`src/rtl/fully_assoc_lru_writeback_tags_macros.svh`:
```
// Assertion macros for the fully associative LRU write-back tag controller.
// Included by the modules that carry concurrent assertions; depends on nothing.
`ifndef FULLY_ASSOC_LRU_WRITEBACK_TAGS_MACROS_SVH
`define FULLY_ASSOC_LRU_WRITEBACK_TAGS_MACROS_SVH

// Condition must hold at every clock edge outside reset.
`define FALWBT_ASSERT_ALWAYS(label, clk, rst, cond, msg) \
   label: assert property (@(posedge clk) disable iff (rst) (cond)) else $error(msg);

// Same-cycle implication.
`define FALWBT_ASSERT_IMPL(label, clk, rst, ante, cons, msg) \
   label: assert property (@(posedge clk) disable iff (rst) (ante) |-> (cons)) \
      else $error(msg);

// Next-cycle implication.
`define FALWBT_ASSERT_NEXT(label, clk, rst, ante, cons, msg) \
   label: assert property (@(posedge clk) disable iff (rst) (ante) |=> (cons)) \
      else $error(msg);

`endif

```
`src/rtl/falwbt_pkg.sv`:
```
// Shared constants and types of the fully associative LRU write-back tag controller.
// Used by falwbt_way and fully_assoc_lru_writeback_tags; depends on nothing.
package falwbt_pkg;

   localparam int NUM_WAYS      = 64;
   localparam int WAY_BITS      = $clog2(NUM_WAYS);
   localparam int TAG_BITS      = 40;
   localparam int ADDR_BITS     = 40;
   localparam int GRAN_BITS     = 13;
   localparam int WB_BITS       = 52;
   localparam int USED_WAY_BITS = 6;
   localparam int PROD_BITS     = TAG_BITS + GRAN_BITS;

   localparam logic [GRAN_BITS-1:0] GRAN_RESET  = GRAN_BITS'(64);
   localparam logic [WAY_BITS-1:0]  OLDEST_RANK = WAY_BITS'(NUM_WAYS - 1);

   // Update broadcast from the lookup stage to every way.
   typedef struct packed {
      logic                upd;
      logic                hit_any;
      logic                is_store;
      logic [WAY_BITS-1:0] used_rank;
   } falwbt_ctl_type;

   // Per-way status toward the lookup stage.
   typedef struct packed {
      logic                match;
      logic                oldest;
      logic                valid;
      logic                dirty;
      logic [WAY_BITS-1:0] rank;
   } falwbt_sts_type;

endpackage

```
`src/rtl/falwbt_way.sv`:
```
// One cache way: tag, valid, dirty and recency rank (0 = most recently used).
// Depends on falwbt_pkg.
module falwbt_way (
   input  logic                              clock,
   input  logic                              reset,
   input  logic [falwbt_pkg::WAY_BITS-1:0]   way_index,
   input  logic [falwbt_pkg::TAG_BITS-1:0]   lookup_tag,
   input  falwbt_pkg::falwbt_ctl_type        ctl,
   output falwbt_pkg::falwbt_sts_type        sts,
   output logic [falwbt_pkg::TAG_BITS-1:0]   tag
);

   logic [falwbt_pkg::TAG_BITS-1:0] tag_ff, tag_in;
   logic                            valid_ff, valid_in;
   logic                            dirty_ff, dirty_in;
   logic [falwbt_pkg::WAY_BITS-1:0] rank_ff, rank_in;
   logic                            sel;

   assign sts.match  = valid_ff && (tag_ff == lookup_tag);
   assign sts.oldest = (rank_ff == falwbt_pkg::OLDEST_RANK);
   assign sts.valid  = valid_ff;
   assign sts.dirty  = dirty_ff;
   assign sts.rank   = rank_ff;
   assign tag        = tag_ff;

   assign sel = ctl.hit_any ? sts.match : sts.oldest;

   always_comb begin
      tag_in   = tag_ff;
      valid_in = valid_ff;
      dirty_in = dirty_ff;
      rank_in  = rank_ff;
      if (ctl.upd) begin
         if (sel) begin
            rank_in = '0;
            if (ctl.hit_any) begin
               if (ctl.is_store) begin
                  dirty_in = 1'b1;
               end
            end else begin
               tag_in   = lookup_tag;
               valid_in = 1'b1;
               dirty_in = ctl.is_store;
            end
         end else if (rank_ff < ctl.used_rank) begin
            // age the ways that were newer than the one moved to the front
            rank_in = rank_ff + 1'b1;
         end
      end
   end

   always_ff @(posedge clock) begin
      if (reset) begin
         valid_ff <= 1'b0;
         dirty_ff <= 1'b0;
         rank_ff  <= way_index;
      end else begin
         valid_ff <= valid_in;
         dirty_ff <= dirty_in;
         rank_ff  <= rank_in;
      end
   end

   always_ff @(posedge clock) begin
      tag_ff <= tag_in;
   end

endmodule

```
`config.mk`:
```
export PLATFORM = sky130hd
export DESIGN_NAME = falwbt_way
export DESIGN_NICKNAME = d
export VERILOG_FILES = /design/src/rtl/fully_assoc_lru_writeback_tags_macros.svh /design/src/rtl/falwbt_pkg.sv /design/src/rtl/falwbt_way.sv
export SDC_FILE = /design/constraint.sdc
export NUM_CORES = 1
export LEC_CHECK = 0
export ABC_AREA = 1
export BUFFER_PORTS_ARGS = -buffer_cell sky130_fd_sc_hd__buf_2
export CAP_MARGIN = 10
export CORE_MARGIN = 3
export CORE_UTILIZATION = 50
export DETAILED_ROUTE_END_ITERATION = 8
export PLACE_DENSITY_LB_ADDON = 0.25
export REMOVE_ABC_BUFFERS = 1
export SLEW_MARGIN = 20
export SYNTH_ARGS = -nofsm -noshare
export SYNTH_HDL_FRONTEND = slang
export SYNTH_SLANG_ARGS = --single-unit
```
`constraint.sdc`:
```
create_clock -name clock -period 4.41 [get_ports clock]
set_clock_uncertainty 0.05 [all_clocks]
set_input_delay 0.882 -clock clock [delete_from_list [all_inputs] [get_ports clock]]
set_output_delay 0.882 -clock clock [all_outputs]
set_load 0.005 [all_outputs]
```
# After elaboration in Yosys (flattened, before gate mapping)

Index checks and enable logic that the tools add are counted.

Input port bits: 57
Register bits after elaboration: 48
Word-level logic and storage cells: 23

Bitwise gates (word level): 1
$add $sub $neg: 1
Multiplexer cells: 7
Reductions and logical operators: 6
Magnitude comparators: 1
Eq/ne operators: 3

Operator list:

| cell                | count |
|---|---|
| $eq 40x40->1        | 1 |
| $mux 6              | 4 |
| $add 6x1->6 const B | 1 |
| $eq 6x6->1 const B  | 1 |
| $lt 6x6->1          | 1 |
| $reduce_and 3->1    | 2 |
| $mux 1              | 3 |
| $reduce_bool 3->1   | 1 |
| $ne 2x2->1 const B  | 1 |
| $reduce_and 2->1    | 1 |
| $reduce_bool 2->1   | 1 |
| $logic_and 1x1->1   | 1 |
| $not 1->1           | 1 |

# Logic depth before layout (Yosys ltp)

Depth in word-level cells: 6
Depth in mapped cells: 13
Depth with buffers taken out: 13

# Worst setup path after synthesis

No wires, ideal clock.

Kind: input to register
Start: input port ctl[7] (netlist name)
End: register tag_ff (netlist bit tag[0]), enable pin
Setup time: 0.439 ns
Arrival: 2.945 ns
Stages on the path: 3
Path buffers: 0
Slack: 0.976 ns
Path through: nor4_1 > inv_1 > nor2_1

Cells in the longest elaborated chain, start to end: 2

RTL lines:

| item                                       | line             | RTL |
|---|---|---|
| from (decl)                                | falwbt_way.sv:8  | `input falwbt_pkg::falwbt_ctl_type ctl,` |
| $mux 1 / $not 1->1 (equally long branches) | -                |  |
| $reduce_and 3->1 (no line) *               | -                |  |
| to (signal assigned)                       | falwbt_way.sv:65 | `tag_ff <= tag_in;` |
| to (decl)                                  | falwbt_way.sv:13 | `logic [falwbt_pkg::TAG_BITS-1:0] tag_ff, tag_in;` |

Mark *: on every way between the ends. The rest lies on a longest branch, timed or not.
A chain may end at the register's enable or synchronous reset.

==> summary by stage <==
Detailed routing
The length of the first detailed-routing pass in iterations is 4. The number of nets with antenna violations after routing is 0. After detailed routing, the average wire length per cell comes to 13.6 um. The number of remaining DRC errors is 0. The detailed-route vias per instance is 4.93.

Detailed routing inserted a total of 2643 vias. After the first detailed-routing iteration, the DRC count stood at 137. Summed over all layers, the routed wires come to 7.29 mm.

Critical path
The worst setup path is launched from an input port. The startpoint of the worst-slack reg-to-reg timing path is tag[9]. The signal arrival time at the worst endpoint is 2.16 ns.

The endpoint kind of the worst setup timing path is a primary output. Setup slack on the worst reg-to-reg path comes out at 2.04 ns. The most critical setup path has its startpoint at lookup_tag[0]. The cell depth of the worst flop-to-flop path is 11. In this run the worst path has a maximum fanout of 2. The capturing point of the worst reg2reg path is rank_ff[3]. By startpoint and endpoint, the worst setup path is classified as input port to primary output. For the worst setup path, the data required time is 3.48 ns.

Clocking
The clock passes through at most 2 buffers. TritonCTS built the clock tree. The count of hold-fix buffers inserted at cts is 0. In this run the clock root is driven by a clkbuf_8.

Once the clock tree was built, the resizer swapped 0 gates to a different size. The post-CTS setup buffer count is 0. The clock tree synthesis step divided the H-tree into 2 levels. The clock insertion delay at the later pin of the skew report is 0.30 ns.

After clock tree synthesis, the clock-pin slew on the worst setup and hold paths is 0.08 ns. The count of clock tree sinks is 48. The number of clock buffers inserted by TritonCTS is 5.

Die
The area inside the core boundary is 0.00530 mm2. The total I/O pin count is 107. The effective utilization at floorplan is 53.8%. Measured along the x axis, the die boundary spans 81.5 um.

The die footprint is 0.00665 mm2. In this run the core area contains 26 standard-cell rows. The height of the chip is 81.5 um.

Min path
The count of cells along the worst hold path is 2. The worst hold path belongs to the class flop to flop. The launch instance of the worst min-delay path is dirty_ff. The worst hold path terminates at dirty_ff.

Yosys
The total standard cell area after synthesis is 0.00285 mm2. The number of warning messages in the yosys log is 0. The sequential share of the synthesized area is 49.8%. Yosys instantiated no cell more often than nand2_1. After technology mapping, the gate count stands at 354. The fraction of synthesized cell area taken by the top area cell type is 48.4%. The synthesized area divided by synthesized cell count is 8.06 um2. In this run, synthesis produced a sequential element count of 48. Ranked by instance count, the synthesized netlist is headed by nand2_1 (109), inv_1 (84), edfxtp_1 (46).

The largest total area in the synthesized netlist belongs to edfxtp_1. The synthesized netlist contains 30 unique library cells. Yosys mapped a number of flops with a built-in enable equal to 46. Counting flops with an async set or reset pin after synthesis yields a share of 0%.

For this run, the leading register cell type out of synthesis is edfxtp_1. By area the synthesized netlist is led by edfxtp_1 (48%), nand2_1 (14%), inv_1 (11%), nor2_1 (4.6%), nand4_1 (3.7%).

Timing
The final critical path time including I/O delays and setup is 3.09 ns. The slew at the pin closest to its max-slew limit is 0.696 ns. The setup TNS after final layout is 0 ns. The final critical path takes up 70.1% of the cycle. The tightest hold path in the finished design has a slack of 0.433 ns. The maximum clock frequency is 323 MHz. The number of slew-limit violations in the final report is 0.

The number of hold-slack violations in the final timing report is 0. Headroom to the max-slew limit came out at 53.6%. Setup repair after global routing left no endpoint under its margin.

Setup violations remaining at the end of the flow were counted as 0.

Global routing
The initial antenna violation count is 0. The via count of the first global-routing pass is 2471. Entering global routing, the biggest net connects 42 pins. In the global route stage, overall resource usage came out at 23.2%. The wire length of the first global-routing pass is 11.6 mm.

The total congestion overflow after global routing is 0.

Layout
After the last flow step, the layout net total stands at 528. The share of post-route cells with drive strength above 1 is 27.7%. The number of filler instances in the final layout is 464.

The register area is 0.00142 mm2. Compared with the post-synthesis result, the final layout area differs by 25.6%. The multi-input logic area is 0.00109 mm2.

The antenna diode instance count is 0.

Power and ir drop
The worst IR drop on VDD is 0.185 mV. In this run the power density over the cells is 279 mW/mm2. The total chip power is 0.999 mW. The static leakage is 1.86 nW.

Outcome
The run finished with clean final reports.

Flow run
Across the run, the number of max-cap violations was 0.

Place
The count of buffers inserted at the top-level ports is 106. Once detailed placement completed, the half-perimeter wirelength came to 5.84 mm. The weighted congestion at the end of routability-driven global placement is 0.843.
==> cells by family (layout without fill, tap and decap cells) <==
kind of cell | count (synthesis) | count (layout) | share of synthesized area (%)
AND/OR/NAND/NOR | 184 | 184 | 28.0
buffers and inverters | 88 | 200 | 12.2
AO/OA/AOI/OAI | 19 | 19 | 4.52
adder cells (fa/ha/maj) | 6 | 6 | 2.63
XOR/XNOR | 9 | 9 | 2.76
flip-flops | 48 | 48 | 49.8
==> worst max path at each step <==
| stage | end | depth (start not counted) |
|---|---|---|
| floorplan | tag[0] | 3 |
| global placement | sts[9] | 8 |
| detailed placement | sts[9] | 8 |
| CTS | sts[9] | 8 |
| global route | sts[9] | 8 |
| finish | sts[9] | 8 |
==> layout make-up <==
type	instances	share of cell area, %
inverters	85	8.98
clock inverters	3	1.19
repair buffers	107	15.4
clock buffers	5	1.92
multi-input cells	218	30.4
flip-flops and latches	48	39.7
well taps	70	2.44
==> cells in the final DEF, fill, tap and decap left out, types with 6 or more instances in the layout <==
cell type  instances
a21oi_1            7
buf_2            106
edfxtp_1          46
ha_1               6
inv_1             84
nand2_1          109
nand4_1           17
nor2_1            34
xnor2_1            6
==> power breakdown <==
group / leakage, nW / switching (mW) / internal, mW / total (mW)
logic: 1.37 / 0.0846 / 0.0665 / 0.151
clock network: 0.0541 / 0.148 / 0.168 / 0.316
registers: 0.436 / 0.0159 / 0.516 / 0.532
total: 1.86 / 0.249 / 0.750 / 0.999
==> critical path, cell delays in order <==
cell and delay (ns):
buf_2 0.10, inv_1 0.05, or2_1 0.14, nand2_1 0.07, nor3b_1 0.25, nand4_1 0.14, nor4_1 0.34, buf_2 0.18
==> per-stage QoR <==
stage / instance area [um2] / worst slack [ns] / std cells / util, %
floorplan: 2830 / 0.976 / 351 / -
global placement: 3450 / 1.35 / 527 / 65.1
detailed placement: 3450 / 1.35 / 527 / 65.1
CTS: 3560 / 1.32 / 535 / 67.2
global route: 3580 / 1.20 / 536 / 67.6
finish: 3580 / 1.32 / 536 / 67.6
==> per-layer routing <==
metal  GRT usage (%)  wire (um)
met5               0          0
met4            6.08         78
met3            6.25        618
met2            38.3       3470
met1            30.2       3130
==> registers in the layout (all words and copies together), names as in the netlist <==
name	cells
tag	40
rank_ff	6
valid_ff	1
dirty_ff	1
Power figures use the tool's default switching activity.
